[config.mk]
export PLATFORM = sky130hd
export DESIGN_NAME = sac_queue
export DESIGN_NICKNAME = d
export VERILOG_FILES = /design/src/sv/sac_queue.sv
export SDC_FILE = /design/constraint.sdc
export NUM_CORES = 1
export LEC_CHECK = 0
export BUFFER_PORTS_ARGS = -buffer_cell sky130_fd_sc_hd__buf_2
export CAP_MARGIN = 20
export CORE_UTILIZATION = 44
export CTS_CLUSTER_DIAMETER = 120
export DETAILED_ROUTE_END_ITERATION = 16
export PLACE_DENSITY = 0.72
export SYNTH_ARGS = -nofsm -noshare
export SYNTH_HDL_FRONTEND = slang
export SYNTH_SLANG_ARGS = --single-unit
[constraint.sdc]
create_clock -name clk -period 1.2 [get_ports clk]
set_input_delay 0.12 -clock clk [delete_from_list [all_inputs] [get_ports clk]]
set_output_delay 0.12 -clock clk [all_outputs]
set_load 0.05 [all_outputs]
[src/sv/sac_queue.sv]
// Two-entry queue between the front end and the set update engine.
`timescale 1ns / 1ps
module sac_queue #(
	parameter int WIDTH = 8
) (
	input  logic             clk,
	input  logic             arst_n,
	input  logic             push,
	input  logic [WIDTH-1:0] din,
	input  logic             pop,
	output logic [WIDTH-1:0] dout,
	output logic             full,
	output logic             empty
);
	logic [WIDTH-1:0] ent_q [2];
	logic             wr_ptr_q;
	logic             rd_ptr_q;
	logic [1:0]       cnt_q;

	always_ff @(posedge clk) begin
		if (push) begin
			ent_q[wr_ptr_q] <= din;
		end
	end

	always_ff @(posedge clk or negedge arst_n) begin
		if (!arst_n) begin
			wr_ptr_q <= 1'b0;
			rd_ptr_q <= 1'b0;
			cnt_q    <= 2'd0;
		end else begin
			if (push) begin
				wr_ptr_q <= ~wr_ptr_q;
			end
			if (pop) begin
				rd_ptr_q <= ~rd_ptr_q;
			end
			cnt_q <= cnt_q + {1'b0, push} - {1'b0, pop};
		end
	end

	assign dout  = ent_q[rd_ptr_q];
	assign full  = (cnt_q == 2'd2);
	assign empty = (cnt_q == 2'd0);
endmodule

# Yosys cells after proc, flatten, opt, wreduce, memory -nomap -nowiden
# Memories as Yosys holds them, arrays and structs flattened.
# Index checks and enable logic that the tools add are counted.
# totals
regBits	4
mem_bits_rw	16
inputBits	12
output_inout_bits	10
wordCells	12
memories	1
# mem_list
memory	depth	word_bits	rd	rd_ports_with_merged_regs	write_ports	line_no	rtl
ent_q	2	8	1	0	1	15	logic [WIDTH-1:0] ent_q [2];
# op_classes
n_addsub	2
n_eq_ne	1
muxes	2
bitwise_logic	2
n_reduce_logical	1
# ops
cell	n
$add 2x1->2	1
$eq 2x2->1 const B	1
$logic_not 2->1	1
$mux 1	2
$not 1->1	2
$sub 2x1->2	1

# Depth between registers and ports, before layout
# Gate-level depths: netlist (run 1).
# depth
ltp_word	2
mapped_depth	5
depth_no_buf	5

# Least setup slack after synthesis (run 1)
# Ideal clock, no wire load.
# synth_timing
path_type	register to output
from	reg cnt_q[1]
to	out full
arrival_time_ps	1084
required_ps	1080
path_slack_ps	-4
path_stages_with_launch	2
path_buffers	0
cell_sequence	dfrtp_1 -> nor2b_1
# synth_between
elab_chain_cells	1
# synth_rtl
element	line_no	rtl
from (decl)	18	logic [1:0] cnt_q;
from (signal assigned)	38	cnt_q <= cnt_q + {1'b0, push} - {1'b0, pop};
$eq 2x2->1	43	assign full = (cnt_q == 2'd2);
to (decl)	12	output logic full,
# Every way passes these cells.

# Final worst setup path (run 1)
# layout_timing
from	reg rd_ptr_q
to	out dout[2]
# layout_between
elab_chain_cells	1
# layout_rtl
element	line_no	rtl
from (decl)	17	logic rd_ptr_q;
from (signal assigned)	36	rd_ptr_q <= ~rd_ptr_q;
$mem_v2 2x8	-	
to (decl)	11	output logic [WIDTH-1:0] dout,
# Every way passes these cells.

==> results of run 1 <==
==> final timing paths <==
kind / slack, ns / end / from / cells after the start
max reg2reg: -0.06 / cnt_q[1] / cnt_q[0] / 5
min: 0.01 / rd_ptr_q / pop / 2
min in group asynchronous: 0.17 / cnt_q[0] / arst_n / 2
min reg2reg: 0.50 / wr_ptr_q / wr_ptr_q / 1
max: -0.23 / dout[2] / rd_ptr_q / 3
max in group asynchronous: 0.90 / rd_ptr_q / arst_n / 2
==> timing repair <==
item                                    4_1_cts  5_1_grt
pin swaps                                     1        0
resized for setup                            30        1
endpoints found under the setup margin       11       11
endpoints found under the hold margin         4        0
hold buffers                                  1        0
setup buffers                                 3        0
==> registers in the layout, summed over array words and instances, names as in the netlist <==
| register | cells |
|---|---|
| ent_q | 16 |
| cnt_q | 2 |
| wr_ptr_q | 1 |
| rd_ptr_q | 1 |
==> layer usage <==
layer | track usage (%) | vias to the layer above | wire length [microns]
li1 | - | 209 | -
met1 | 16.2 | 212 | 473
met2 | 23.2 | 11 | 689
met3 | 2.40 | 0 | 38
met4 | 5.45 | 0 | 0
met5 | 0 | - | 0
==> area by class of cell <==
class                           instances  share of cell area (%)
Clock buffer                            3                    2.00
Clock inverter                          1                   0.333
Inverter                                2                   0.666
Multi-Input combinational cell         17                    20.1
Sequential cell                        20                    51.6
Tap cell                               25                    2.77
Timing Repair Buffer                   28                    22.5
==> placed cells by master, fill, tap and decap left out <==
cell type and instances:
xor2_1 2, dlygate4sd3_1 1, mux2_4 8, dfrtp_1 3, ha_2 1, dfrtp_2 1
clkbuf_4 3, clkinv_1 1, ha_1 1, edfxtp_1 16, and2_1 1, buf_4 2
nor2b_4 1, nor2_4 1, buf_12 1, inv_1 2, buf_8 2, buf_2 11
xor3_1 1, nor2b_1 1, buf_6 11
==> logic make-up (layout without fill, tap and decap cells) <==
| family | count (synthesis) | count (layout) | share of synthesized area [%] |
|---|---|---|---|
| flops | 20 | 20 | 71.8 |
| mux | 8 | 8 | 14.9 |
| simple gates | 4 | 4 | 2.79 |
| xor+xnor | 3 | 3 | 5.11 |
| buf+inv | 3 | 34 | 2.32 |
| fa+ha+maj | 2 | 2 | 3.10 |
==> worst reg2reg max path, delay by kind of cell, from the launching register on <==
kind / cells / cell delay (ns)
DFF: 1 / 0.38
xor gates and xnor gates: 1 / 0.21
adders and majority gates: 2 / 0.43
buffers and inverters: 2 / 0.12
==> through the flow <==
stage / hold slack, ns / instances / instance area, sq um
6_report: 0.00971 / 96 / 1130
5_1_grt: 0.00380 / 96 / 1130
4_1_cts: 0.00539 / 96 / 1120
3_5_place_dp: -0.0654 / 88 / 971
3_3_place_gp: -0.0698 / 88 / 971
2_1_floorplan: -0.176 / 40 / 811
==> power breakdown <==
| part | switching [mW] | total (mW) | internal [mW] |
|---|---|---|---|
| logic | 0.890 | 1.70 | 0.812 |
| clock network | 0.186 | 0.307 | 0.121 |
| registers | 0.0919 | 1.04 | 0.947 |
| total | 1.17 | 3.05 | 1.88 |
==> flow_metrics.env, run 1 <==
export IMPL_wire_per_inst_microns=12.5
export IMPL_antenna_found_initial=0
export IMPL_place_hpwl_microns=821
export IMPL_clock_skew_final_ns=0.00146
export IMPL_ys_seq_area_share_pct=71.8
export IMPL_relSlewSlack_pct=87.2
export IMPL_num_vias=432
export IMPL_setup_ws_ns=-0.227
export IMPL_slowest_delay_ns=0.43
export IMPL_insertion_delay_ns=0.29
export IMPL_cts_sink_count=20
export IMPL_power_density_mw_per_mm2=2700
export IMPL_finalCritPeriodShare_pct=119
export IMPL_num_antenna_cells=0
export IMPL_outcome="finished, violations left"
export IMPL_clk_pin_slew_worst_paths_ns=0.10
export IMPL_crit_path_top_delay_cell="dfrtp_2"
export IMPL_violations="setup timing"
export IMPL_multi_input_area_sq_um=226
export IMPL_fp_dieW_microns=44.9
export IMPL_crit_type="reg -> out"
export IMPL_cts_root_buf="clkbuf_4"
export IMPL_ys_seq_elements=20
export IMPL_required_ns=1.08
export IMPL_n_fill_cell=147
export IMPL_finish_utilization_pct=65.3
export IMPL_drt_initial_drc_count=2
export IMPL_maxCapViolCount=0
export IMPL_first_pass_iters=2
export IMPL_synth_cell_types=11
export IMPL_area_delta_synth_final_pct=39.5
export IMPL_finalMaxSlewViolations=0
export IMPL_critPathTopFamily="flip-flops"
export IMPL_core_area_sq_mm=0.00173
export IMPL_portBuffers=21
export IMPL_grt_first_pass_wirelength_mm=1.87
export IMPL_grtUsageTotal_pct=13.3
export IMPL_synthCells=40
export IMPL_fin_nets=86
export IMPL_hold_viol=0
export IMPL_ir_drop_v=0.00158
export IMPL_wirelength_mm=1.20
export IMPL_syn_area_sq_um=808
export IMPL_setup_tns_ns=-1.81
export IMPL_synthTopCellsByCount="edfxtp_1 (16), mux2_4 (8), dfrtp_1 (4)"
export IMPL_drive_above_1_share_pct=59.2
export IMPL_rsz0062_at_grt="true"
export IMPL_cp_cell_sequence="buf_6, mux2_4, buf_8"
export IMPL_grt_max_degree=12
export IMPL_synth_top_area_share_pct=59.4
export IMPL_initial_utilization_pct=46.8
export IMPL_grt_pass1_vias=442
export IMPL_die_h_microns=44.9
export IMPL_max_clock_path_buffers=2
export IMPL_die_area_sq_mm=0.00201
export IMPL_register_area_sq_um=582
export IMPL_end_kind="output pin"
export IMPL_synthFlopType="edfxtp_1"
export IMPL_total_power_mw=3.05
export IMPL_finalSetupViolations=10
export IMPL_async_reset_ff_share_pct=20.0
export IMPL_cts_max_level=1
export IMPL_via_per_inst=4.50
export IMPL_yosysTopAreaCell="edfxtp_1"
export IMPL_clock_fmax_ghz=0.701
export IMPL_crit_path_max_fanout=5
export IMPL_rows=15
export IMPL_avgSynthCellArea_sq_um=20.2
export IMPL_synth_nets=54
export IMPL_startpoint_type="register"
export IMPL_grt_overflow_total=0
export IMPL_place_worst_setup_slack_ns=-0.120
export IMPL_cts_buffers=3
export IMPL_gp_congestion=0.631
export IMPL_cp_arrival_ns=1.31
export IMPL_yosys_warnings=0
export IMPL_synth_most_common_cell="edfxtp_1"
export IMPL_critPathBufInv=2
export IMPL_synthTopCellsByArea="edfxtp_1 (59%), mux2_4 (15%), dfrtp_1 (12%), ha_1 (3.1%), xor3_1 (2.9%)"
export IMPL_cts_tree="built"
export IMPL_synth_edf_count=16
export IMPL_period_needed_ns=1.43
export IMPL_min_path_type="in -> reg"
export IMPL_drc=0
export IMPL_power_leakage_nw=0.488
export IMPL_io_pins=22
export IMPL_worstMarginPinSlew_ns=0.192
export IMPL_ant_nets=0
No activity file was read; power rests on OpenSTA's default activity.
==> run 2, diff against run 1 <==
- CORE_UTILIZATION: 44 -> 49
- MAX_ROUTING_LAYER: default -> met4
- PLACE_DENSITY: 0.72 -> 0.75
- clock period: 1.2 -> 1.35 ns (I/O delays scaled with it)
==> flow_metrics.env, run 2 (synthesis gave the netlist of run 1 again) <==
export IMPL_outcome="finished, violations left"
export IMPL_violations="setup timing"
export IMPL_clk_pin_slew_worst_paths_ns=0.10
export IMPL_finalMaxSlewViolations=0
export IMPL_cts_tree="built"
export IMPL_grt_overflow_total=0
export IMPL_final_common_cell="edfxtp_1"
export IMPL_period_needed_ns=1.45
export IMPL_min_path_type="in -> reg"
export IMPL_io_pins=22
export IMPL_grtUsageTotal_pct=14.6
export IMPL_finalSetupViolations=8
export IMPL_fin_nets=84
export IMPL_drt_initial_drc_count=11
export IMPL_power_density_mw_per_mm2=2400
export IMPL_die_area_sq_mm=0.00182
export IMPL_area_delta_synth_final_pct=30.5
export IMPL_crit_start="rd_ptr_q"
export IMPL_total_power_mw=2.53
export IMPL_power_leakage_nw=0.466
export IMPL_first_pass_iters=4
export IMPL_cts_root_buf="clkbuf_4"
export IMPL_portBuffers=21
export IMPL_cts_sink_count=20
export IMPL_placed_area_sq_um=930
export IMPL_ir_drop_v=0.00123
export IMPL_top_register="ent_q"
export IMPL_via_per_inst=4.84
export IMPL_num_vias=411
export IMPL_cts_buffers=3
export IMPL_ant_nets=0
export IMPL_finish_instance_area_sq_mm=0.00105
export IMPL_grt_first_pass_wirelength_mm=1.81
export IMPL_num_antenna_cells=0
export IMPL_largest_reg_flops=16
export IMPL_gp_congestion=0.619
export IMPL_cp_arrival_ns=1.31
export IMPL_grtUsageMet2_pct=24.9
export IMPL_p_seq_share_pct=36.1
export IMPL_grt_busiest_layer="met2"
export IMPL_reg2reg_from="cnt_q[0]"
export IMPL_cts_max_level=1
export IMPL_required_ns=1.22
export IMPL_end_kind="output pin"
export IMPL_wire_per_inst_microns=12.3
export IMPL_core_area_sq_mm=0.00152
export IMPL_drc=0
export IMPL_rows=14
export IMPL_clock_fmax_ghz=0.691
export IMPL_crit_path_max_fanout=5
export IMPL_rsz0062_at_grt="true"
export IMPL_setup_ws_ns=-0.0966
export IMPL_grt_pass1_vias=427
export IMPL_setup_tns_ns=-0.735
export IMPL_finish_utilization_pct=69.2
export IMPL_power_share_clock_pct=10.5
export IMPL_initial_utilization_pct=53.0
export IMPL_crit_type="reg -> out"
export IMPL_globalRouteMet1Util_pct=15.4
export IMPL_worstMarginPinSlew_ns=0.373
export IMPL_switching_share_pct=38.9
export IMPL_hp_start="din[7]"
export IMPL_fin_hold_ws_ns=0.0283
export IMPL_power_frac_comb_pct=53.3
export IMPL_switchingPower_uw=984
export IMPL_internal_power_mw=1.55
export IMPL_maxCapViolCount=0
export IMPL_grt_max_degree=12
export IMPL_antenna_found_initial=0
export IMPL_fp_dieW_microns=42.6
export IMPL_reg_largest_list="ent_q: 16 flops, cnt_q: 2 flops"
export IMPL_startpoint_type="register"
export IMPL_finalCritPeriodShare_pct=107
export IMPL_insertion_delay_ns=0.28
export IMPL_hold_viol=0
export IMPL_final_cell_mix="edfxtp_1 (16), buf_2 (13), mux2_4 (8), buf_6 (8)"
export IMPL_wirelength_mm=1.05
export IMPL_relSlewSlack_pct=75.2
export IMPL_die_h_microns=42.6
export IMPL_drive_above_1_share_pct=53.6
export IMPL_use_met3_pct=4.31
export IMPL_clock_skew_final_ns=0.00488
export IMPL_max_clock_path_buffers=2
==> run 2: cell types whose count changed in the layout (fill, tap and decap cells not counted), sizes merged <==
cell,previous run,this run
buf,27,25
==> run 2: worst paths after layout <==
check | end | slack, ns | cells past startpoint
max in group asynchronous | rd_ptr_q | 1.05 | 2
min in group asynchronous | cnt_q[1] | 0.17 | 2
setup / recovery | dout[4] | -0.1 | 3
setup reg to reg | cnt_q[1] | 0.14 | 5
hold / removal | ent_q[1][7] | 0.03 | 1
hold reg to reg | wr_ptr_q | 0.51 | 1
==> run 2: power groups by stage <==
stage / registers, mW / logic, mW / clock network [mW]
global route: 0.935 / 1.43 / 0.303
detailed placement: 0.982 / 1.03 / 0
CTS: 0.913 / 1.36 / 0.278
finish: 0.915 / 1.35 / 0.266
floorplan: 0.904 / 0.939 / 0
global placement: 0.973 / 1.01 / 0
==> run 2: routing by layer <==
metal	share of wire [%]	vias up
met1	39	196
li1	-	203
met5	0	-
met3	2.6	2
met4	0.67	0
met2	58	10
==> run 2: final cells by class <==
class | instances | area, sq um
Clock buffer | 3 | 22.5
Clock inverter | 1 | 3.75
Fill cell | 98 | 469
Inverter | 2 | 7.51
Multi-Input combinational cell | 17 | 209
Sequential cell | 20 | 582
Tap cell | 16 | 20.0
Timing Repair Buffer | 26 | 210
==> run 2: what timing repair did <==
action / in CTS / in global routing
gates resized for setup: 22 / 0
buffers inserted: 3 / 0
hold buffers: 1 / 0
endpoints found under the hold margin: 4 / 0
setup endpoints to repair: 8 / 8
==> run 2: critical path, stage by stage, from the launching register on <==
cell and delay, ns:
dfrtp_2 0.44, buf_6 0.14, mux2_4 0.30, buf_8 0.15
==> run 2: stage by stage <==
step,std cells,setup slack [ns]
3_5_place_dp,77,0.0242
3_3_place_gp,77,0.0363
4_1_cts,85,-0.0982
2_1_floorplan,40,0.131
6_report,85,-0.0966
5_1_grt,85,-0.146
==> run 3, diff against run 2 <==
- CORE_MARGIN: default -> 2
==> flow_metrics.env, run 3 (synthesis gave the netlist of run 1 again) <==
export IMPL_num_antenna_cells=0
export IMPL_wire_per_inst_microns=12.6
export IMPL_violations="setup timing"
export IMPL_initial_utilization_pct=53.0
export IMPL_relSlewSlack_pct=73.7
export IMPL_required_ns=1.22
export IMPL_rsz0062_at_grt="true"
export IMPL_insertion_delay_ns=0.29
export IMPL_hold_viol=0
export IMPL_cts_tree="built"
export IMPL_area_delta_synth_final_pct=30.5
export IMPL_cts_sink_count=20
export IMPL_cts_buffers=3
export IMPL_num_vias=412
export IMPL_drt_initial_drc_count=10
export IMPL_finalCritPeriodShare_pct=107
export IMPL_startpoint_type="register"
export IMPL_cts_root_buf="clkbuf_4"
export IMPL_clock_skew_final_ns=0.00421
export IMPL_grt_overflow_total=0
export IMPL_place_hpwl_microns=755
export IMPL_fin_hold_ws_ns=0.0316
export IMPL_end_kind="output pin"
export IMPL_first_pass_iters=4
export IMPL_final_cell_mix="edfxtp_1 (16), buf_2 (13), mux2_4 (8), buf_6 (8)"
export IMPL_clk_pin_slew_worst_paths_ns=0.10
export IMPL_ir_drop_v=0.00133
export IMPL_portBuffers=21
export IMPL_crit_type="reg -> out"
export IMPL_reg_largest_list="ent_q: 16 flops, cnt_q: 2 flops"
export IMPL_grt_pass1_vias=415
export IMPL_instances_no_fill=85
export IMPL_outcome="finished, violations left"
export IMPL_finalMaxSlewViolations=0
export IMPL_period_needed_ns=1.44
export IMPL_place_worst_setup_slack_ns=0.0412
export IMPL_setup_ws_ns=-0.0937
export IMPL_worstMarginPinSlew_ns=0.394
export IMPL_fp_dieW_microns=44.6
export IMPL_io_pins=22
export IMPL_ant_nets=0
export IMPL_crit_path_max_fanout=5
export IMPL_die_h_microns=44.6
export IMPL_finish_instance_area_sq_mm=0.00105
export IMPL_core_area_sq_mm=0.00152
export IMPL_die_area_sq_mm=0.00199
export IMPL_maxCapViolCount=0
export IMPL_finish_utilization_pct=69.2
export IMPL_min_path_type="in -> reg"
export IMPL_clock_fmax_ghz=0.693
export IMPL_cts_max_level=1
export IMPL_setup_tns_ns=-0.656
export IMPL_top_register="ent_q"
export IMPL_placed_cells=77
export IMPL_grt_first_pass_wirelength_mm=1.69
export IMPL_rows=14
export IMPL_total_power_mw=2.53
export IMPL_gp_congestion=0.669
export IMPL_drc=0
export IMPL_antenna_found_initial=0
export IMPL_n_fill_cell=102
export IMPL_final_common_cell="edfxtp_1"
export IMPL_power_density_mw_per_mm2=2390
export IMPL_grtUsageTotal_pct=13.4
export IMPL_largest_reg_flops=16
export IMPL_placed_area_sq_um=930
export IMPL_max_clock_path_buffers=2
export IMPL_fin_nets=84
export IMPL_drive_above_1_share_pct=53.6
export IMPL_wirelength_mm=1.07
export IMPL_power_leakage_nw=0.466
export IMPL_via_per_inst=4.85
export IMPL_finalSetupViolations=8
export IMPL_grt_max_degree=12
export IMPL_cp_arrival_ns=1.31
-- run 3: path summary, 6_finish.rpt --
| path | slack, ns | endpoint | depth (start not counted) | startpoint |
|---|---|---|---|---|
| worst max-delay path | -0.09 | dout[4] | 3 | rd_ptr_q |
| worst min-delay path | 0.03 | ent_q[0][0] | 1 | din[0] |
| worst max register to register | 0.14 | cnt_q[1] | 5 | cnt_q[0] |
| worst min register to register | 0.50 | wr_ptr_q | 1 | wr_ptr_q |
| max in group asynchronous | 1.06 | rd_ptr_q | 2 | arst_n |
| min in group asynchronous | 0.16 | cnt_q[1] | 2 | arst_n |
-- run 3: cell type report --
cell class                      count  area, sq um  share of cell area (%)
Inverter                            2         7.51                   0.712
Sequential cell                    20          582                    55.2
Tap cell                           16         20.0                    1.90
Clock buffer                        3         22.5                    2.14
Timing Repair Buffer               26          210                    19.9
Multi-Input combinational cell     17          209                    19.8
Clock inverter                      1         3.75                   0.356
-- run 3: repair_timing --
item                                   4_1_cts  5_1_grt
hold buffers                                 1        0
resized for setup                           22        0
setup buffers                                3        0
endpoints found under the hold margin        4        0
setup endpoints to repair                    8        8
-- run 3: where the power goes --
group	internal (mW)	switching (mW)	leakage (nW)	total, mW
clock network	0.107	0.161	0.0154	0.268
logic	0.598	0.746	0.255	1.34
registers	0.843	0.0722	0.196	0.915
total	1.55	0.979	0.466	2.53
-- run 3: critical path: stages (launching register included) --
cell and delay (ns):
dfrtp_2 0.43, buf_6 0.14, mux2_4 0.31, buf_8 0.15
-- run 3: layer usage --
metal  up-vias  share of wire, %  wire, microns  GRT usage (%)
met3         2               3.7             40           3.67
met5         -                 0              0              -
met4         0              0.65              7           7.27
met1       197                37            393           12.5
li1        203                 -              -              -
met2        10                59            631           24.1
