[src/sv/sac_pkg.sv]
// Shared types, codes and helpers for the set-associative cache tag model.
`timescale 1ns / 1ps
package sac_pkg;

	localparam int ADDR_W = 64;
	localparam int TAG_W  = 62;
	localparam int CNT_W  = 32;

	localparam logic [1:0] OP_LOAD   = 2'd0;
	localparam logic [1:0] OP_STORE  = 2'd1;
	localparam logic [1:0] OP_MODIFY = 2'd2;

	localparam logic [1:0] CFG_SET_BITS    = 2'd0;
	localparam logic [1:0] CFG_WAYS        = 2'd1;
	localparam logic [1:0] CFG_OFFSET_BITS = 2'd2;

	typedef struct packed {
		logic             was_hit;
		logic             was_eviction;
		logic [CNT_W-1:0] hits_so_far;
		logic [CNT_W-1:0] misses_so_far;
		logic [CNT_W-1:0] evictions_so_far;
		logic             last_of_item;
	} sac_result_t;

	function automatic logic [CNT_W-1:0] sat_inc(input logic [CNT_W-1:0] v);
		sat_inc = (v == {CNT_W{1'b1}}) ? v : v + CNT_W'(1);
	endfunction

endpackage

[src/sv/sac_front.sv]
// Front end: accepts accesses and splits the address into set and tag.
`timescale 1ns / 1ps
module sac_front #(
	parameter int MAX_SET_BITS = 6
) (
	input  logic                       in_valid,
	output logic                       in_stall,
	input  logic [1:0]                 operation,
	input  logic [63:0]                address,
	input  logic [2:0]                 set_bits_cfg,
	input  logic [5:0]                 offset_bits_cfg,
	input  logic                       q_full,
	output logic                       push,
	output logic [MAX_SET_BITS-1:0]    push_set,
	output logic [sac_pkg::TAG_W-1:0]  push_tag,
	output logic                       push_dual
);
	import sac_pkg::*;

	logic [2:0]              sb;
	logic [5:0]              bb;
	logic [6:0]              amt;
	logic [ADDR_W-1:0]       shifted;
	logic [ADDR_W-1:0]       tag_full;
	logic [MAX_SET_BITS-1:0] mask;

	always_comb begin
		sb = (int'(set_bits_cfg) > MAX_SET_BITS) ? 3'(MAX_SET_BITS) : set_bits_cfg;
		if (sb == 3'd0) begin
			sb = 3'd1;
		end
		bb = (offset_bits_cfg == 6'd0) ? 6'd1 : offset_bits_cfg;
		for (int i = 0; i < MAX_SET_BITS; i++) begin
			mask[i] = (i < int'(sb));
		end
		shifted  = address >> bb;
		amt      = {4'd0, sb} + {1'b0, bb};
		tag_full = amt[6] ? '0 : (address >> amt[5:0]);
	end

	assign push_set  = shifted[MAX_SET_BITS-1:0] & mask;
	assign push_tag  = tag_full[TAG_W-1:0];
	assign push_dual = (operation == OP_MODIFY);
	assign push      = in_valid && !q_full;
	assign in_stall  = q_full;
endmodule

[config.mk]
export PLATFORM = sky130hd
export DESIGN_NAME = sac_front
export DESIGN_NICKNAME = d
export VERILOG_FILES = /design/src/sv/sac_pkg.sv /design/src/sv/sac_front.sv
export SDC_FILE = /design/constraint.sdc
export NUM_CORES = 1
export LEC_CHECK = 0
export BUFFER_PORTS_ARGS = -buffer_cell sky130_fd_sc_hd__clkbuf_2
export CAP_MARGIN = 20
export CORE_ASPECT_RATIO = 1.2
export CORE_UTILIZATION = 29
export DETAILED_ROUTE_END_ITERATION = 8
export PLACE_DENSITY_LB_ADDON = 0.05
export SLEW_MARGIN = 10
export SYNTH_ARGS = -nofsm -noshare
export SYNTH_HDL_FRONTEND = slang
export SYNTH_SLANG_ARGS = --single-unit
[constraint.sdc]
create_clock -name vclk -period 4.5
set_input_delay 0.225 -clock vclk [all_inputs]
set_output_delay 0.225 -clock vclk [all_outputs]
set_load 0.01 [all_outputs]
## Word-level counts from Yosys, hierarchy flattened

Cells that the tools add are included.

| operators by class | value |
|---|---|
| add/subtract/negate cells | 1 |
| multiply operators | 0 |
| div/mod/pow operators | 0 |
| order comparisons | 7 |
| equality and inequality tests | 1 |
| shift operators | 2 |
| muxes and demuxes | 4 |
| bitwise operators | 1 |
| reduce and logical (&&, ||, !) cells | 4 |

Operators by type and width:

| cell | count |
|---|---|
| $shr A64 B6 Y6 | 1 |
| $shr A64 B6 Y62 | 1 |
| $mux W62 | 1 |
| $add A3 B6 Y7 | 1 |
| $and A6 B6 Y6 | 1 |
| $logic_not A6 Y1 | 1 |
| $lt A1 B3 Y1 const A | 2 |
| $lt A2 B3 Y1 const A | 2 |
| $lt A3 B3 Y1 const A | 2 |
| $mux W3 | 2 |
| $mux W6 | 1 |
| $gt A3 B3 Y1 const B | 1 |
| $logic_not A3 Y1 | 1 |
| $eq A2 B2 Y1 const B | 1 |
| $logic_and A1 B1 Y1 | 1 |
| $logic_not A1 Y1 | 1 |

| word-level totals | value |
|---|---|
| bits in registers | 0 |
| latch bits | 0 |
| memory bits (writable) | 0 |
| bits in read-only memories | 0 |
| bits of input ports | 77 |
| output and inout port bits | 71 |
| memories | 0 |

## Logic depth before layout (Yosys ltp)

Gate-level depths: netlist (run 1).

| logic depth | value |
|---|---|
| word-level depth | 7 |
| mapped depth | 16 |
| depth with buffers taken out | 11 |

## Least setup slack after synthesis (run 1)

Ideal clock, no wire load.

| timing | value |
|---|---|
| kind | input to output |
| from | input offset_bits_cfg[1] |
| to | output push_tag[4] (netlist bit) |
| data arrival time | 3.324 ns |
| slack | 0.951 ns |
| cell stages on the path | 15 |
| buffers on the path | 8 |
| path through | buf_4 -> buf_2 -> buf_2 -> buf_1 -> buf_2 -> xor2_1 -> ha_1 -> buf_2 -> buf_2 -> buf_2 -> mux2i_1 -> a211oi_1 -> a21oi_1 -> mux4_2 -> o22ai_1 |

| between the ends | value |
|---|---|
| cells in the longest elaborated chain, start to end | 5 |

RTL lines:

| element | line | RTL |
|---|---|---|
| from (decl) | sac_front.sv:11 | `input logic [5:0] offset_bits_cfg,` |
| $logic_not A6 Y1 | sac_front.sv:32 | `bb = (offset_bits_cfg == 6'd0) ? 6'd1 : offset_bits_cfg;` |
| $mux W6 * | sac_front.sv:32 |  |
| $add A3 B6 Y7 * | sac_front.sv:37 | `amt = {4'd0, sb} + {1'b0, bb};` |
| $shr A64 B6 Y62 | sac_front.sv:38 | `tag_full = amt[6] ? '0 : (address >> amt[5:0]);` |
| $mux W62 * | sac_front.sv:38 |  |
| to (decl) | sac_front.sv:15 | `output logic [sac_pkg::TAG_W-1:0] push_tag,` |

Mark *: on every way between the ends. The rest lies on a longest branch, timed or not.

## Final worst setup path (run 1)

| timing | value |
|---|---|
| from | input set_bits_cfg[2] |
| to | output push_tag[13] (netlist bit) |

| between the ends | value |
|---|---|
| cells in the longest elaborated chain, start to end | 7 |

RTL lines:

| element | line | RTL |
|---|---|---|
| from (decl) | sac_front.sv:10 | `input logic [2:0] set_bits_cfg,` |
| $gt A3 B3 Y1 | sac_front.sv:28 | `sb = (int'(set_bits_cfg) > MAX_SET_BITS) ? 3'(MAX_SET_BITS) : set_bits_cfg;` |
| $mux W3 * | sac_front.sv:28 |  |
| $logic_not A3 Y1 | sac_front.sv:29 | `if (sb == 3'd0) begin` |
| $mux W3 * | sac_front.sv:29 |  |
| $add A3 B6 Y7 * | sac_front.sv:37 |  |
| $shr A64 B6 Y62 | sac_front.sv:38 |  |
| $mux W62 * | sac_front.sv:38 |  |

Marks and branches as above.

==> metrics.md, run 1 <==
| Metric | Value |
|---|---|
| Overflow left after global routing | `0` |
| Layout area overhead | `14.7%` |
| Worst path slowest cell | `ha_2` |
| Post-synthesis compound-gate area fraction | `between 20% and 30%` |
| Final non-filler cell total | `about 1300` |
| Final worst-path cycle share | `about 87%` |
| Largest net degree at the start of global routing | `65` |
| Critical Path RT | `4280 ps` |
| Post-Syn Instances | `between 800 and 900` |
| Die area | `about 0.025 mm2` |
| Max Cap Viol | `0` |
| Most frequent cell after synthesis | `mux2i_1` |
| Pre-Repair DR Iteration Count | `7` |
| Aggregate negative setup slack | `0 ps` |
| Largest cells by area after synthesis | `mux2i_1 (24%), mux4_2 (23%), mux2_2 (3.6%), o22ai_1 (3.3%), nand2_1 (3.2%)` |
| Final wirelength | `about 35000 um` |
| Fill cells | `2555` |
| Count of hold-fix buffers inserted at cts | `0` |
| Final Wtd Congestion | `about 0.87` |
| Setup crit end | `push_tag[13]` |
| Synthesized-area fraction occupied by adder cells | `less than 1%` |
| Die height | `173 um` |
| Met1 usage | `approximately 37%` |
| Top Usage Layer GRT | `met2` |
| Worst path cell trace | `clkbuf_2 -> inv_1 -> maj3_1 -> ha_4 -> ha_2 -> buf_4 -> mux4_2 -> mux2i_1 -> mux2i_1 -> mux2i_1 -> o22ai_1 -> clkbuf_2` |
| Synth cell types | `78` |
| Initial core utilization | `between 20 and 30%` |
| CLK BUF | `0` |
| Largest family of logic cells by synthesized area | `multiplexers` |
| Pwr dens | `247 mW/mm2` |
| Worst-Margin Slew | `around 980 ps` |
| Vias in the first global route | `around 8000` |
| Sequential area share after synthesis | `0%` |
| Max_slew headroom | `~35%` |
| Xor and xnor fraction of the mapped netlist area | `about 1.1%` |
| Die W | `roughly 140 um` |
| Fmax | `around 0.25 GHz` |
| Area fraction of the dominant cell type after synthesis | `24.3%` |
| Worst Setup SP | `set_bits_cfg[2]` |
| Final Slew Violations | `0` |
| Crit. End Element | `primary output` |
| GRT Total Usage | `27.3%` |
| Core area | `roughly 0.024 mm2` |
| Leading area contributor after synthesis | `mux2i_1` |
| Post-Synth Simple-Gate Area | `between 15 and 20%` |
| Global-route wire length before repair | `just over 50000 um` |
| Status | `completed` |
| Seq Cell Count | `0` |
| DR iter-0 viols | `~750` |
| Row cnt | `between 60 and 70` |
| Hold Path Cell Cnt | `2` |
| FF+latch area | `0 um2` |
| Avg Cell Area, Syn | `between 8 and 9 um2` |
| Mux share of post-synthesis cell area | `a little over 50%` |
| GRT met3 Usage | `under 10%` |
| Yosys warnings | `0` |
| # DRC | `0` |
| CP max FO | `27` |
| Post_cts resized | `0` |
| Most used cell, CP | `mux2i_1` |
| Worst Setup Path Type | `input pin to primary output` |
| Worst setup SP type | `input pin` |
| Port bufs | `~150` |
| # diodes | `0` |
| Worst vdd ir | `about 0.000076 V` |
| Syn nets | `940` |
| Final Hold Fails | `0` |
| Met2 Resource Use GR | `45.3%` |
| Vias after detailed routing | `between 8000 and 9000` |
| Layout cell share with drive strength beyond 1 | `between 30% and 40%` |
| Setup violations, final | `0` |
| Synthesized area | `around 0.007 mm2` |
| RSZ-0062 raised after global routing | `no` |
| P_leak | `around 3.4 nW` |
| Placed cells | `about 1300` |
| Post-DRT Antenna Nets | `0` |
| Most frequent cells after synthesis | `mux2i_1 (172), mux4_2 (72), nand2_1 (60)` |
| Initial antenna violation count | `0` |
| Crit path arrival time | `roughly 3700 ps` |
| Worst min-delay path category | `input pin to primary output` |
| Max incr delay on CP | `between 600 and 700 ps` |
| HPWL after DPL | `27300 um` |
| Layout Nets | `approximately 1000` |
| Worst Hold Launch | `q_full` |
| Wire per inst | `about 28 um` |
| Vias per inst | `6.41` |
| I/O Pins | `between 100 and 150` |
| Post-CTS Setup Inserts | `0` |
| Crit path time final | `3920 ps` |
==> cell families (layout without fill, tap and decap cells) <==
family / count (synthesis) / after routing
AOI/OAI and AO/OA: 227 / 227
xor gates and xnor gates: 7 / 7
and+or+nand+nor: 239 / 239
muxes: 268 / 268
adders and majority gates: 5 / 5
buffers and inverters: 114 / 195
==> worst max-delay path, delay by kind of cell <==
family	cells	cell delay, ps
mux	4	1220
fa+ha+maj	3	1250
compound gates	1	110
buf+inv	4	870
==> layer usage <==
metal / vias to the layer above / routed length (um) / share of wire [%]
met5: - / 0 / 0
met4: 0 / 1540 / 4.4
met3: 63 / 2130 / 6.1
met2: 414 / 16500 / 48
met1: 3983 / 14600 / 42
li1: 3621 / - / -
==> cell type report <==
type | instances | area (um2) | share of cell area, %
Tap cell | 320 | 400 | 4.92
Multi-Input combinational cell | 746 | 6620 | 81.4
Inverter | 14 | 52.6 | 0.646
Timing Repair Buffer | 181 | 1060 | 13.1
==> where the power goes <==
part | switching (mW) | internal (mW) | leakage, nW
logic | 1.19 | 0.818 | 3.37
clock network | 0 | 0 | 0
registers | 0 | 0 | 0
total | 1.19 | 0.818 | 3.37
==> worst min path at each step <==
stage / end
6_report: in_stall
5_1_grt: in_stall
4_1_cts: in_stall
3_5_place_dp: in_stall
3_3_place_gp: in_stall
2_1_floorplan: push
==> through the flow <==
stage	setup WS (ps)	utilization, %	power [mW]	instance area, um2	hold WS [ps]
6_report	575	34.0	2.01	8140	653
5_1_grt	390	34.0	2.14	8140	659
4_1_cts	559	34.0	2.00	8140	655
3_5_place_dp	566	34.0	2.00	8140	655
3_3_place_gp	658	34.0	2.01	8140	655
2_1_floorplan	951	-	1.31	7100	496
==> placed cells by master, fill, tap and decap left out, types with 4 or more instances in the layout <==
master	n
nand2b_1	12
a31oi_1	9
o221ai_1	7
mux4_2	72
a21o_1	6
clkbuf_2	148
o21ai_0	39
nand4_1	9
o22ai_1	38
or3_1	7
nor3_1	28
mux2i_1	172
mux2_2	23
a221oi_1	5
a22oi_1	5
nor2b_1	10
a211oi_1	15
and3_1	11
nor4_1	15
a21oi_1	26
o211ai_1	6
nand2_1	60
nor2_1	51
or2_2	4
o211a_1	4
a21boi_0	4
a32oi_1	8
inv_1	8
nand3_1	15
buf_4	27
nor3b_1	4
and2_1	4
buf_12	6
a2111oi_0	4
No activity file was read; power rests on OpenSTA's default activity.
==> inputs of run 2 (changes only) <==
--- a/config.mk
+++ b/config.mk
@@ -5,9 +5,11 @@
 export SDC_FILE = /design/constraint.sdc
 export NUM_CORES = 1
 export LEC_CHECK = 0
-export BUFFER_PORTS_ARGS = -buffer_cell sky130_fd_sc_hd__clkbuf_2
+export ABC_AREA = 1
+export BUFFER_PORTS_ARGS = -buffer_cell sky130_fd_sc_hd__buf_2
 export CAP_MARGIN = 20
 export CORE_ASPECT_RATIO = 1.2
+export CORE_MARGIN = 3
 export CORE_UTILIZATION = 29
 export DETAILED_ROUTE_END_ITERATION = 8
 export PLACE_DENSITY_LB_ADDON = 0.05
==> run 2 against run 1 <==
  * Fmax increased by 3.9%
  * Routed wire length decreased by 5.9%
  * Final area decreased by 7.7%
  * Via count increased by 22%
  * Largest power group unchanged
  * Area after synthesis decreased by 5.6%
  * Die area decreased by 0.51%
  * Critical path type unchanged
  * Final cell count increased by 48%
  * Worst setup slack improved by 150 ps
  * Non-clock buffer count decreased by 9
  * Total power decreased by 13%
==> metrics.md, run 2 <==
| Metric | Value |
|---|---|
| Met1 usage | `35.2% (was 36.6%)` |
| Register share of total power | `0% (about the same)` |
| Die W | `145 um (about the same)` |
| RSZ-0062 raised after global routing | `no (unchanged)` |
| Vias per inst | `5.28 (was 6.41)` |
| Post_cts resized | `0 (unchanged)` |
| FF+latch area | `0 um2 (unchanged)` |
| Pint | `0.538 mW (was 0.818 mW)` |
| Crit. End Element | `primary output (unchanged)` |
| Vias in the first global route | `8851 (was 8025)` |
| Worst path top cell family by delay | `buffers and inverters (was adder cells)` |
| Initial core utilization | `29.7% (was 29.6%)` |
| GRT met3 Usage | `1.44% (was 1.96%)` |
| Worst Hold Margin | `649 ps (was 653 ps)` |
| Worst setup SP type | `input pin (unchanged)` |
| Post-CTS Setup Inserts | `0 (unchanged)` |
| HPWL after DPL | `26100 um (was 27300 um)` |
| Fmax | `0.265 GHz (was 0.255 GHz)` |
| Most used cell, CP | `nand2_1 (was mux2i_1)` |
| Worst path slowest cell | `ha_2 (unchanged)` |
| Overflow left after global routing | `0 (unchanged)` |
| Die height | `173 um (about the same)` |
| CLK BUF | `0 (unchanged)` |
| Critical Path RT | `4280 ps (about the same)` |
| Final wirelength | `32700 um (was 34800 um)` |
| Layout area overhead | `12.1% (was 14.7%)` |
| WP buf/inv | `5 (was 4)` |
| Vias after detailed routing | `9824 (was 8081)` |
| Aggregate negative setup slack | `0 ps (unchanged)` |
| Worst min-delay path category | `input pin to primary output (unchanged)` |
| Initial antenna violation count | `0 (unchanged)` |
| Count of hold-fix buffers inserted at cts | `0 (unchanged)` |
| Layout Nets | `1632 (was 1023)` |
| P_leak | `4.10 nW (was 3.37 nW)` |
| Core area | `0.0226 mm2 (was 0.0240 mm2)` |
| Max_slew headroom | `48.2% (was 34.6%)` |
| NetSw | `1.21 mW (was 1.19 mW)` |
| # DRC | `0 (unchanged)` |
| # diodes | `0 (unchanged)` |
| Clock power share | `0% (about the same)` |
| Met2 Resource Use GR | `40.3% (was 45.3%)` |
| Most frequent cell after synthesis | `nand2_1 (was mux2i_1)` |
| Pwr dens | `233 mW/mm2 (was 247 mW/mm2)` |
| Post-Syn Instances | `1495 (was 860)` |
| Synthesized area | `0.00670 mm2 (was 0.00710 mm2)` |
| Avg Cell Area, Syn | `4.48 um2 (was 8.25 um2)` |
| Most frequent cells after synthesis | `nand2_1 (599), nand3_1 (315), o21ai_0 (149) (was mux2i_1 (172), mux4_2 (72), nand2_1 (60))` |
| Synth cell types | `36 (was 78)` |
| Port bufs | `148 (unchanged)` |
| CP max FO | `26 (was 27)` |
| Final Wtd Congestion | `0.924 (was 0.874)` |
| Layout cell share with drive strength beyond 1 | `12.3% (was 32.3%)` |
| Switching share of total power | `69.3% (was 59.3%)` |
| Crit path arrival time | `3550 ps (was 3700 ps)` |
| Most frequent cells in the layout | `nand2_1 (599), nand3_1 (315), o21ai_0 (149) (was mux2i_1 (172), clkbuf_2 (148), mux4_2 (72))` |
| Crit path time final | `3780 ps (was 3920 ps)` |
| I/O Pins | `148 (unchanged)` |
| Worst Setup Path Type | `input pin to primary output (unchanged)` |
| Leading area contributor after synthesis | `nand2_1 (was mux2i_1)` |
| Max incr delay on CP | `600 ps (was 640 ps)` |
| Power share of the combinational group | `100.0% (about the same)` |
| Status | `completed (unchanged)` |
| Worst vdd ir | `0.0000885 V (was 0.0000763 V)` |
| Syn nets | `1575 (was 940)` |
| Final Hold Fails | `0 (unchanged)` |
| Max Cap Viol | `0 (unchanged)` |
| Yosys warnings | `0 (unchanged)` |
| DR iter-0 viols | `818 (was 752)` |
| Sequential area share after synthesis | `0% (unchanged)` |
| Top Usage Layer GRT | `met2 (unchanged)` |
| Setup violations, final | `0 (unchanged)` |
| Largest net degree at the start of global routing | `87 (was 65)` |
| Global-route wire length before repair | `50100 um (was 51900 um)` |
| Post-DRT Antenna Nets | `0 (unchanged)` |
| Area fraction of the dominant cell type after synthesis | `33.5% (was 24.3%)` |
| Seq Cell Count | `0 (unchanged)` |
| Most common cell after layout, fill and taps aside | `nand2_1 (was mux2i_1)` |
| Worst path cell trace | `buf_2 -> inv_1 -> nand3_4 -> nand2_2 -> ha_2 -> clkinv_1 -> nand2_1 -> o21ai_0 -> o21ai_0 -> inv_1 -> nand2_1 -> o21ai_0 -> mux2i_1 -> nand2_1 -> nand2_1 -> o21ai_1 -> buf_2 (was clkbuf_2 -> inv_1 -> maj3_1 -> ha_4 -> ha_2 -> buf_4 -> mux4_2 -> mux2i_1 -> mux2i_1 -> mux2i_1 -> o22ai_1 -> clkbuf_2)` |
| Largest cells by area after synthesis | `nand2_1 (34%), nand3_1 (24%), o21ai_0 (11%), inv_1 (5.6%), nor2_1 (4.9%) (was mux2i_1 (24%), mux4_2 (23%), mux2_2 (3.6%), o22ai_1 (3.3%), nand2_1 (3.2%))` |
| Die area | `0.0250 mm2 (was 0.0251 mm2)` |
| Final worst-path cycle share | `84.0% (was 87.2%)` |
| Worst-Margin Slew | `776 ps (was 981 ps)` |
| Row cnt | `60 (was 62)` |
| Wire per inst | `17.6 um (was 27.6 um)` |
| Pre-Repair DR Iteration Count | `7 (unchanged)` |
| GRT Total Usage | `24.8% (was 27.3%)` |
| Final Slew Violations | `0 (unchanged)` |
==> run 2: cell count changes in the layout (fill, tap and decap cells not counted), moves of 35 or more <==
cell      previous run  this run
nand3_1             15       315
o21ai_0             39       149
inv_1                8       100
mux2i_1            172         6
nand2_1             60       599
clkbuf_2           148         0
buf_2                0       148
nor2_1              51        87
mux4_2              72         0
o21ai_1              2        37
==> run 2: per-stage QoR <==
stage / instance area [um2] / setup slack (ps) / cells / power, mW / util (%)
after global routing: 7520 / 388 / 1860 / 1.97 / 33.3
after detailed placement: 7520 / 751 / 1860 / 1.74 / 33.3
after global placement: 7520 / 788 / 1860 / 1.75 / 33.3
after floorplan: 6700 / 1510 / 1495 / 1.19 / -
after CTS: 7520 / 738 / 1860 / 1.75 / 33.3
final: 7520 / 722 / 1860 / 1.75 / 33.3
==> run 2: layout make-up <==
cell class	instances	area [um2]
Fill cell	2849	15100
Inverter	106	398
Multi-Input combinational cell	1272	5770
Tap cell	310	388
Timing Repair Buffer	172	958
==> run 2: power by group through the flow <==
stage	logic, mW	clock network, mW	registers, mW
6_report	1.75	0	0
5_1_grt	1.97	0	0
4_1_cts	1.75	0	0
3_5_place_dp	1.74	0	0
3_3_place_gp	1.75	0	0
2_1_floorplan	1.19	0	0
==> run 2: cells by family after synthesis <==
logic type	synth area share (%)
AO/OA/AOI/OAI	18.2
AND/OR/NAND/NOR	65.0
multiplexers	0.896
adder cells (fa/ha/maj)	0.560
buffers and inverters	14.6
XOR/XNOR	0.747
==> run 2: path summary, 6_finish.rpt <==
check,startpoint,to,cells after the start
max,offset_bits_cfg[5],push_tag[3],17
min,q_full,in_stall,2
==> run 2: metal layers <==
layer | wire length (um) | up-vias | part of all wire, %
li1 | - | 4997 | -
met1 | 14700 | 4415 | 45
met2 | 15000 | 364 | 46
met3 | 1850 | 48 | 5.6
met4 | 1160 | 0 | 3.5
met5 | 0 | - | 0
